**src/rtl/chr_pkg.sv**
```systemverilog
// Package: payload types, CORDIC arctangent table and state enum for the compass heading unit.
`default_nettype none
package chr_pkg;

  localparam int unsigned TableLen = 24;

  typedef struct packed {
    logic signed [15:0] mag_x;
    logic signed [15:0] mag_y;
  } chr_in_t;

  typedef struct packed {
    logic [8:0] heading_deg;
    logic [8:0] reference_deg;
  } chr_out_t;

  typedef enum logic [2:0] {
    ST_IDLE,
    ST_ITER,
    ST_ANGLE,
    ST_DEG,
    ST_OUT
  } chr_state_e;

  // round(atan(2^-i) * 2^32 / (2*pi))
  function automatic logic [31:0] atan_tab(input logic [4:0] idx);
    logic [31:0] r;
    case (idx)
      5'd0:  r = 32'd536870912;
      5'd1:  r = 32'd316933406;
      5'd2:  r = 32'd167458907;
      5'd3:  r = 32'd85004756;
      5'd4:  r = 32'd42667331;
      5'd5:  r = 32'd21354465;
      5'd6:  r = 32'd10680862;
      5'd7:  r = 32'd5340245;
      5'd8:  r = 32'd2670163;
      5'd9:  r = 32'd1335087;
      5'd10: r = 32'd667544;
      5'd11: r = 32'd333772;
      5'd12: r = 32'd166886;
      5'd13: r = 32'd83443;
      5'd14: r = 32'd41722;
      5'd15: r = 32'd20861;
      5'd16: r = 32'd10430;
      5'd17: r = 32'd5215;
      5'd18: r = 32'd2608;
      5'd19: r = 32'd1304;
      5'd20: r = 32'd652;
      5'd21: r = 32'd326;
      5'd22: r = 32'd163;
      5'd23: r = 32'd81;
      default: r = 32'd0;
    endcase
    return r;
  endfunction

endpackage
`default_nettype wire

```
**src/rtl/compass_heading_relative_unit.sv**
```systemverilog
// Top level: CORDIC atan2 compass heading relative to the first sample.
`default_nettype none
// Takes one signed X,Y magnetometer sample per transaction and returns one
// result: the heading in whole degrees relative to a reference captured from
// the first sample after reset, plus that reference. One sample at a time:
// the result is produced by the iterative CORDIC vectoring loop (Steps is
// CORDIC_STEPS clipped to 24), which retires one micro-rotation per cycle
// on a single shared shift/add unit, followed by a rounding and
// declination step and a degree scale step (a 16x9 constant multiply).
// A sample on an axis or the zero vector skips the micro-rotations.
// The result sits in an output register; a new sample is taken once the
// previous result has been delivered.
// Declination is a signed binary angle (65536 per turn) written through
// decl_we_i/decl_i while the unit is idle; the user must keep to this, as
// the block itself does not enforce it.
module compass_heading_relative_unit
  import chr_pkg::*;
#(
  parameter int unsigned CORDIC_STEPS = 16
) (
  input  wire logic          clk_i,
  input  wire logic          rst_ni,
  input  wire logic          in_valid_i,
  output logic               in_ready_o,
  input  wire chr_in_t       in_data_i,
  output logic               out_valid_o,
  input  wire logic          out_ready_i,
  output chr_out_t           out_data_o,
  input  wire logic          decl_we_i,
  input  wire logic [15:0]   decl_i
);

  // steps beyond the table are clipped
  localparam int unsigned Steps = (CORDIC_STEPS > TableLen) ? TableLen : CORDIC_STEPS;
  localparam logic [4:0] LastStep = 5'(Steps - 1);

  chr_state_e state_q, state_d;

  logic [15:0] decl_q;
  // 16-bit inputs grow by at most ~1.65x plus negation of -32768: 19 bits ok
  logic signed [18:0] x_q, x_d, y_q, y_d;
  logic [31:0] z_q, z_d;
  logic [4:0]  step_q, step_d;
  logic        direct_q, direct_d;     // axis or zero: exact angle, no iteration
  logic [15:0] ang_q, ang_d;
  logic [8:0]  ref_q, ref_d;
  logic        ref_taken_q, ref_taken_d;
  chr_out_t    out_q, out_d;

  logic signed [18:0] dx, dy;
  logic [15:0] sum16;
  logic [24:0] prod;
  logic [8:0]  deg;

  assign dx = y_q >>> step_q;
  assign dy = x_q >>> step_q;
  assign sum16 = 16'((z_q + 32'h8000) >> 16) + decl_q;  // mod 65536 wrap
  assign prod = 25'(ang_q) * 25'd360;
  assign deg = prod[24:16];

  always_comb begin
    state_d = state_q;
    unique case (state_q)
      ST_IDLE:  if (in_valid_i) state_d = ST_ITER;
      ST_ITER:  if (direct_q || step_q == LastStep) state_d = ST_ANGLE;
      ST_ANGLE: state_d = ST_DEG;
      ST_DEG:   state_d = ST_OUT;
      ST_OUT:   if (out_ready_i) state_d = ST_IDLE;
      default:  state_d = ST_IDLE;
    endcase
  end

  always_comb begin
    x_d = x_q; y_d = y_q; z_d = z_q; step_d = step_q; direct_d = direct_q;
    ang_d = ang_q; ref_d = ref_q; ref_taken_d = ref_taken_q; out_d = out_q;
    unique case (state_q)
      ST_IDLE: begin
        step_d = '0;
        direct_d = 1'b0;
        x_d = 19'(in_data_i.mag_x);
        y_d = 19'(in_data_i.mag_y);
        z_d = '0;
        if (in_data_i.mag_y == 16'sd0) begin
          direct_d = 1'b1;
          z_d = in_data_i.mag_x[15] ? 32'h8000_0000 : 32'h0;
        end else if (in_data_i.mag_x == 16'sd0) begin
          direct_d = 1'b1;
          z_d = in_data_i.mag_y[15] ? 32'hC000_0000 : 32'h4000_0000;
        end else if (in_data_i.mag_x[15]) begin
          x_d = -19'(in_data_i.mag_x);
          y_d = -19'(in_data_i.mag_y);
          z_d = 32'h8000_0000;
        end
      end
      ST_ITER: begin
        if (!direct_q) begin
          if (!y_q[18]) begin
            x_d = x_q + dx; y_d = y_q - dy; z_d = z_q + atan_tab(step_q);
          end else begin
            x_d = x_q - dx; y_d = y_q + dy; z_d = z_q - atan_tab(step_q);
          end
          step_d = step_q + 5'd1;
        end
      end
      ST_ANGLE: ang_d = sum16;
      ST_DEG: begin
        if (!ref_taken_q) begin
          ref_d = deg;
          ref_taken_d = 1'b1;
          out_d.heading_deg = '0;
          out_d.reference_deg = deg;
        end else begin
          out_d.heading_deg = (deg >= ref_q) ? deg - ref_q : 9'(deg + 9'd360 - ref_q);
          out_d.reference_deg = ref_q;
        end
      end
      ST_OUT: ;
      default: ;
    endcase
  end

  always_ff @(posedge clk_i or negedge rst_ni) begin
    if (!rst_ni) begin
      state_q     <= ST_IDLE;
      decl_q      <= '0;
      ref_q       <= '0;
      ref_taken_q <= 1'b0;
    end else begin
      state_q     <= state_d;
      ref_q       <= ref_d;
      ref_taken_q <= ref_taken_d;
      if (decl_we_i) decl_q <= decl_i;
    end
  end

  always_ff @(posedge clk_i) begin
    x_q <= x_d; y_q <= y_d; z_q <= z_d; step_q <= step_d; direct_q <= direct_d;
    ang_q <= ang_d; out_q <= out_d;
  end

  assign in_ready_o  = (state_q == ST_IDLE);
  assign out_valid_o = (state_q == ST_OUT);
  assign out_data_o  = out_q;

endmodule
`default_nettype wire
```
**config.mk**
```make
export PLATFORM = sky130hd
export DESIGN_NAME = compass_heading_relative_unit
export DESIGN_NICKNAME = d
export VERILOG_FILES = /design/src/rtl/chr_pkg.sv /design/src/rtl/compass_heading_relative_unit.sv
export SDC_FILE = /design/constraint.sdc
export NUM_CORES = 1
export LEC_CHECK = 0
export ABC_CLOCK_PERIOD_IN_PS = 6700
export BUFFER_PORTS_ARGS = -buffer_cell sky130_fd_sc_hd__clkbuf_2
export CORE_ASPECT_RATIO = 0.9
export CORE_UTILIZATION = 30
export DETAILED_ROUTE_END_ITERATION = 10
export HOLD_SLACK_MARGIN = 0.05
export PLACE_DENSITY = 0.54
export SLEW_MARGIN = 20
export SYNTH_ARGS = -nofsm -noshare
export SYNTH_HDL_FRONTEND = slang
export SYNTH_SLANG_ARGS = --single-unit
```
**constraint.sdc**
```tcl
create_clock -name clk_i -period 6.7 [get_ports clk_i]
set_clock_uncertainty 0.15 [all_clocks]
set_input_delay 0.67 -clock clk_i [delete_from_list [all_inputs] [get_ports clk_i]]
set_output_delay 0.67 -clock clk_i [all_outputs]
set_load 0.02 [all_outputs]
```
==> results.toml, run 1 <==
[timing]
period_share = 0.9416
maxSlewHeadroom = 0.3116
fin_setup_tns_ns = 0
slew_violations = 0
final-setup-viol-count = 0
tightestPinTransition_ns = 1.007
rsz0062_at_grt = "false"
fmax_mhz = 158.5
hold_violations = 0
fin_crit_ns = 6.309

[routing]
dr.pass1.iters = 5
wl_um = 48730
viasPerCell = 5.400
vias = 15000
ant_nets = 0
drc = 0
routedWlPerCell_um = 17.55
drt_iter0_drc = 1266

[global_route]
grt_start_max_net_pins = 77
grt_use_met3 = 0.03382
met2_usage = 0.2530
busiest_layer = "met2"
antenna_found_initial = 1
globalRouteMet1Util = 0.2298
grt_pass1_wl_um = 78060
grt_use_total = 0.1659
grt_overflow = 0
grt_pass1_vias = 14470

[floorplan]
initial_core_util = 0.3046
rows = 83
core_area_sq_um = 57330
fp.dieW_um = 256.3
floorplan.die_area_sq_um = 59180
die-height_um = 230.9
boundaryPins = 73

[yosys]
synth_enable_flop_cells = 110
ys_seq_area_frac = 0.2651
syn_area_sq_um = 17460
synthCells = 1961
synth-main-ff-cell = "edfxtp_1"
synth.area.top_cells = "edfxtp_1, ha_1, xnor2_1, dfrtp_1, a21oi_1"
syn_avg_cell_area_sq_um = 8.905
yosysTopAreaCell = "edfxtp_1"
syn_nets = 2205
synth-async-reset-ratio = 0.1716
ys_types = 92
synth_top_area_share = 0.1892
ys_warn_count = 0
synth_seq_cells = 169

[setup_path]
rrSetupSlack_ns = 0.39
cpPeakStageDelay_ns = 0.67
rr_worst_depth = 22
crit_chain = "buf_12 -> mux4_2 -> mux2_2 -> mux2_2 -> o21ai_1 -> ha_1 -> o2111ai_1 -> a211o_1 -> nand4bb_1 -> nor2_1 -> a21oi_1 -> o32ai_1 -> ha_1 -> a211oi_1 -> nor2_1 -> o221ai_1 -> a2111oi_0 -> o21a_1 -> o21a_1 -> o41ai_1 -> xnor2_1 -> o21ai_1"
timing.rr.end = "x_q[18]"
critPathBufInv = 1
cp_top_family = "compound AO/OA/AOI/OAI gates"
start_kind = "register"
cp_data_required_time_ns = 6.77
crit_fanout = 59
path_class = "register to register"
r2r-start = "step_q[1]"
setup.worst_path.end_class = "register"
slowest_stage = "a2111oi_0"
critical_path_arrival_ns = 6.38

[cts]
clk_pin_slew_ns = 0.08
cts_root_buffer = "clkbuf_16"
cts.path.max_buffers = 2
cts_made_buffers = 17
tritoncts = "built"
cts_sinks = 169
cts_max_level = 4
insertion_delay_ns = 0.49

[finish]
nNetsFinal = 2242
fin_util = 0.3345
fill_cells = 5920
syn_to_final_growth_pct = 9.801
drive_gt1_frac = 0.1084

[place]
place_hpwl_um = 37240
gp_congestion = 0.8968
numPortBuffers = 72

[min_path]
hold_class = "input pin to asynchronous set/reset pin"

[job]
max_cap_violations = 0

[outcome]
status = "complete, no violations"
routing by layer:
| metal | share of wire | up-vias |
|---|---|---|
| met2 | 0.44 | 486 |
| met3 | 0.063 | 69 |
| li1 | - | 7245 |
| met5 | 0.00039 | - |
| met4 | 0.021 | 2 |
| met1 | 0.48 | 7195 |
per-stage QoR:
step,setup WS [ns],instances,cell area (sq um),hold slack [ns]
6_report,0.3911,2777,19170,0.1487
5_1_grt,0.02998,2776,19170,0.1819
4_1_cts,0.5106,2775,19140,0.1421
3_5_place_dp,0.5563,2743,18590,0.3555
3_3_place_gp,0.6546,2743,18590,0.3424
2_1_floorplan,1.096,1961,17460,0.2244
worst max path at each step:
stage                     startpoint              to  slack [ns]  cells after the start
after floorplan            step_q[0]         x_q[18]        1.10                     25
after global placement     step_q[1]         x_q[18]        0.65                     22
after detailed placement   step_q[1]         x_q[18]        0.56                     22
after CTS                  step_q[1]         x_q[18]        0.51                     22
after global routing       ang_q[11]  out_data_o[16]        0.03                     23
final                      step_q[1]         x_q[18]        0.39                     22
cells in the final DEF (no fill, tap or decap), types with 41 or more instances in the layout:
master    netlist  routed
nor2_1        179     179
nand2_1       170     169
ha_1          156     156
a21oi_1       144     144
o21ai_0       122     122
inv_1         122     121
xnor2_1       112     112
edfxtp_1      110     110
clkbuf_2        0      72
xor2_1         63      63
nor3_1         53      53
nand3_1        41      41
kinds of logic after synthesis:
logic type	share of synthesized area
XOR/XNOR	0.08777
flip-flops	0.2651
multiplexers	0.09013
AND/OR/NAND/NOR	0.1657
buffers and inverters	0.05187
AO/OA/AOI/OAI	0.1876
adder cells (fa/ha/maj)	0.1519
worst register-to-register path: cells and delay by family (launching register included):
family,cells,cell delay [ns]
AO/OA/AOI/OAI,12,2.40
AND/OR/NAND/NOR,3,0.97
multiplexers,3,0.95
flip-flops,1,0.57
adder cells (fa/ha/maj),2,0.52
buffers and inverters,1,0.33
XOR/XNOR,1,0.14
cell type report:
class	count	area (sq um)	share of cell area
Antenna cell	1	2.502	0.0001305
Clock buffer	20	436.7	0.02277
Clock inverter	12	117.6	0.006134
Inverter	126	473.0	0.02467
Multi-Input combinational cell	1584	11940	0.6228
Sequential cell	169	4629	0.2414
Tap cell	765	957.2	0.04992
Timing Repair Buffer	100	615.6	0.03210
what timing repair did:
action                                 4_1_cts  5_1_grt
hold buffers                                 0        0
endpoints found under the hold margin        0        0
gates resized for setup                      0        1
buffers inserted                             0        0
setup endpoints to repair                    0        7
cells in the mapped netlist (all sizes together) (19+ instances only):
library cell	number
a21oi	145
nor2	179
o21ai	124
nand2	170
ha	156
o21a	19
mux2	31
a211oi	23
inv	123
fa	35
dfrtp	29
dfxtp	30
buf	28
mux2i	28
a31oi	26
xor2	63
a21o	35
and2	29
clkbuf	54
o31ai	21
and3	19
xnor2	112
edfxtp	110
mux4	40
nor3	53
nand3	41
Power of run 1 is left out: the tool's default activity adds up to more than one toggle a clock period on the data nets, which glitch-free logic cannot reach.
==> run 2: changes to the inputs <==
PLACE_DENSITY = unset   (was 0.54)
==> run 2 against run 1 <==
Flip-flop and latch count did not move. Die area is the same. Core utilization unchanged. Wire length fell by 1.6%. Non-clock buffer count increased by 5. Critical path type unchanged.
==> results.toml, run 2 (synthesized netlist as in run 1, its figures left out) <==
[outcome]
status = "complete, no violations"

[setup_path]
cpPeakStageDelay_ns = 0.51
cp_data_required_time_ns = 6.79
start_kind = "register"
rrSetupSlack_ns = 0.48
crit_fanout = 7
setup.worst_path.end_class = "register"
slowest_stage = "fa_1"
crit_chain = "ha_1 -> inv_1 -> fa_1 -> fa_1 -> inv_1 -> ha_1 -> a2111oi_0 -> o21ai_0 -> a21oi_1 -> a21oi_1 -> a21oi_1 -> xor2_1 -> inv_1 -> ha_1 -> nand3b_1 -> a21oi_1 -> o21ai_0 -> a21o_1 -> a21oi_1 -> o21ai_0 -> nand2b_1 -> mux2i_1 -> nor2b_1"
path_class = "register to register"
crit_top_cell = "a21oi_1"
critical_path_arrival_ns = 6.31

[floorplan]
rows = 83
die-height_um = 230.9
initial_core_util = 0.3046
floorplan.die_area_sq_um = 59180
fp.dieW_um = 256.3
core_area_sq_um = 57330
boundaryPins = 73

[cts]
tritoncts = "built"
cts_root_buffer = "clkbuf_16"
insertion_delay_ns = 0.49
postCtsSetupBuffers = 0
cts_made_buffers = 17
cts_max_level = 4
cts_resized = 0
holdBufCountCts = 0
cts.path.max_buffers = 2
cts_sinks = 169
clk_pin_slew_ns = 0.07

[global_route]
antenna_found_initial = 0
grt_pass1_vias = 14450
grt_pass1_wl_um = 77330
grt_use_total = 0.1633
grt_overflow = 0
grt_start_max_net_pins = 77

[timing]
hold_violations = 0
tightestPinTransition_ns = 1.036
fin_crit_ns = 6.216
fin_setup_tns_ns = 0
period_share = 0.9277
maxSlewHeadroom = 0.3044
rsz0062_at_grt = "false"
fmax_mhz = 160.9
final-setup-viol-count = 0
hold_slack_ns = 0.1076
slew_violations = 0
fin_ws_ns = 0.4843

[routing]
viasPerCell = 5.382
dr.pass1.iters = 5
routedWlPerCell_um = 17.25
vias = 14970
ant_nets = 0
wl_um = 47970
drt_iter0_drc = 1223
drc = 0

[job]
max_cap_violations = 0

[finish]
multi_input_area_sq_um = 11940
syn_to_final_growth_pct = 9.801
nNetsFinal = 2247
seq_area_sq_um = 4629
fin_util = 0.3345
drive_gt1_frac = 0.1106
antennaDiodeCount = 0
final_common_cell = "nor2_1"
fill_cells = 5922
final_cell_mix = "nor2_1, nand2_1, ha_1, a21oi_1, o21ai_0"

[place]
place_ws_ns = 0.5362
gp_congestion = 0.9326
place_hpwl_um = 37080
numPortBuffers = 72

[min_path]
hold_class = "input pin to asynchronous set/reset pin"
## run 2: changes by cell type in the layout (fill, tap and decap cells not counted), sizes merged
cell / before / now
buf: 28 / 33
bufinv: 1 / 0
clkbuf: 92 / 90
clkinv: 8 / 9
clkinvlp: 2 / 0
diode: 1 / 0
inv: 127 / 131
## run 2: area by class of cell
type | count | area share
multi-input cells | 1584 | 0.6227
flip-flops and latches | 169 | 0.2414
well taps | 765 | 0.04992
repair buffers | 105 | 0.03191
inverters | 126 | 0.02467
clock buffers | 18 | 0.02238
clock inverters | 14 | 0.006982
## run 2: worst max-delay path, delay by kind of cell, from the launching register on
kind / cells / cell delay (ns)
xor gates and xnor gates: 1 / 0.38
AOI/OAI and AO/OA: 10 / 1.91
DFF: 1 / 0.40
adders and majority gates: 5 / 1.99
buffers and inverters: 3 / 0.26
and+or+nand+nor: 3 / 0.57
muxes: 1 / 0.29
## run 2: path summary, 6_finish.rpt
kind	depth (start not counted)	from	endpoint
worst max-delay path	23	ang_q[6]	out_data_o[16]
worst min-delay path	1	rst_ni	ref_q[1]
worst max register to register	23	ang_q[6]	out_data_o[16]
worst min register to register	2	ref_q[4]	ref_q[4]
max in group asynchronous	1	rst_ni	ref_q[6]
min in group clk_i	2	decl_i[3]	decl_q[3]
## run 2: stage by stage
| stage | area, sq um | std cells |
|---|---|---|
| after floorplan | 17460 | 1961 |
| after global placement | 18610 | 2749 |
| after detailed placement | 18610 | 2749 |
| after CTS | 19170 | 2781 |
| after global routing | 19170 | 2781 |
| final | 19170 | 2781 |
## run 2: metal layers
metal	GRT usage	share of wire
met4	0.04940	0.016
met3	0.02800	0.058
met5	0	0
met2	0.2590	0.45
met1	0.2255	0.48
Power of run 2 is left out for the same reason.
==> run 3: changes to the inputs <==
CORE_UTILIZATION = 45   (was 30)
==> run 3 against run 2 <==
Register-to-register slack barely moved. First-iteration DRC count fell by 9.6%. Largest cell class unchanged. Global-route usage up 7.2 points. Sequential share of layout area rose by 0.40 points.
==> results.toml, run 3 (synthesized netlist as in run 1, its figures left out) <==
[outcome]
status = "complete, no violations"

[cts]
cts_root_buffer = "clkbuf_16"
cts_resized = 0
insertion_delay_ns = 0.45
clk_pin_slew_ns = 0.07
cts_made_buffers = 17
holdBufCountCts = 0
cts.path.max_buffers = 2
cts_sinks = 169
tritoncts = "built"
cts_max_level = 4
postCtsSetupBuffers = 0

[timing]
tightestPinTransition_ns = 1.118
fin_setup_tns_ns = 0
hold_slack_ns = 0.1553
final-setup-viol-count = 0
fmax_mhz = 161.1
rsz0062_at_grt = "false"
fin_crit_ns = 6.206
slew_violations = 0
maxSlewHeadroom = 0.2499
hold_violations = 0
period_share = 0.9263

[floorplan]
boundaryPins = 73
fp.dieW_um = 209.7
core_area_sq_um = 38290
initial_core_util = 0.4561
rows = 68
die-height_um = 188.9
floorplan.die_area_sq_um = 39600

[setup_path]
critPathBufInv = 3
start_kind = "register"
rrSetupSlack_ns = 0.49
crit_path_end = "out_data_o[12]"
cpPeakStageDelay_ns = 0.51
crit_start = "ang_q[8]"
r2r-start = "ang_q[8]"
path_class = "register to register"
cp_top_family = "adder cells"
setup.worst_path.end_class = "register"
crit_top_cell = "a21oi_1"
crit_fanout = 7
critical_path_arrival_ns = 6.26
timing.rr.end = "out_data_o[12]"
crit_chain = "ha_1 -> inv_1 -> fa_1 -> fa_1 -> inv_1 -> ha_1 -> a2111oi_0 -> o21ai_0 -> a21oi_1 -> a21oi_1 -> a21oi_1 -> xor2_1 -> inv_1 -> ha_1 -> nand3b_1 -> a21oi_1 -> o21ai_0 -> a21o_1 -> a21oi_1 -> o21ai_0 -> nand2b_1 -> mux2i_1 -> and2_1"
cp_data_required_time_ns = 6.75
slowest_stage = "fa_1"
path_depth = 23
rr_worst_depth = 23

[finish]
drive_gt1_frac = 0.1102
nNetsFinal = 2245
stdcell_count = 2504
final_common_cell = "nor2_1"
final_cell_mix = "nor2_1, nand2_1, ha_1, a21oi_1, o21ai_0"
syn_to_final_growth_pct = 8.018
antennaDiodeCount = 0

[job]
max_cap_violations = 0

[routing]
ant_nets = 0
routedWlPerCell_um = 18.41
viasPerCell = 5.948
wl_um = 46100
drt_iter0_drc = 1106
dr.pass1.iters = 5
drc = 0
vias = 14890

[global_route]
grt_overflow = 0
grt_use_total = 0.2354
grt_pass1_vias = 14200
grt_start_max_net_pins = 77
antenna_found_initial = 0
grt_pass1_wl_um = 74220

[min_path]
hold_class = "input pin to asynchronous set/reset pin"

[place]
place_hpwl_um = 35760
post-place-cells = 2472
gp_congestion = 0.9216
numPortBuffers = 72
## run 3: worst min path at each step
stage          startpoint         to  slack [ns]  cells after the start
3_5_place_dp     ref_q[4]   ref_q[4]        0.35                      2
4_1_cts            rst_ni  decl_q[8]        0.18                      1
6_report           rst_ni  decl_q[1]        0.16                      1
5_1_grt            rst_ni  decl_q[8]        0.19                      1
3_3_place_gp     ref_q[8]   ref_q[8]        0.34                      2
2_1_floorplan      rst_ni  decl_q[0]        0.22                      0
## run 3: per-layer routing
metal / track usage / routed length (um) / vias to the layer above
met4: 0.06710 / 870 / 0
met3: 0.04727 / 2668 / 45
met5: 0 / 0 / -
met2: 0.3744 / 20830 / 433
li1: - / - / 7242
met1: 0.3240 / 21730 / 7174
## run 3: through the flow
| step | setup WS [ns] | area (sq um) | utilization |
|---|---|---|---|
| 3_3_place_gp | 0.7255 | 18250 | 0.4767 |
| 2_1_floorplan | 1.096 | 17460 | - |
| 5_1_grt | 0.007475 | 18860 | 0.4927 |
| 3_5_place_dp | 0.5503 | 18260 | 0.4768 |
| 4_1_cts | 0.5172 | 18860 | 0.4927 |
| 6_report | 0.4939 | 18860 | 0.4927 |
## run 3: layout make-up
type / count / area (sq um)
fill: 3649 / 19420
multi-input combinational: 1584 / 11950
sequential: 169 / 4629
tap: 490 / 613.1
timing repair buffer: 103 / 593.1
inverter: 126 / 474.2
clock buffer: 18 / 439.2
clock inverter: 14 / 168.9
Power of run 3 is left out for the same reason.
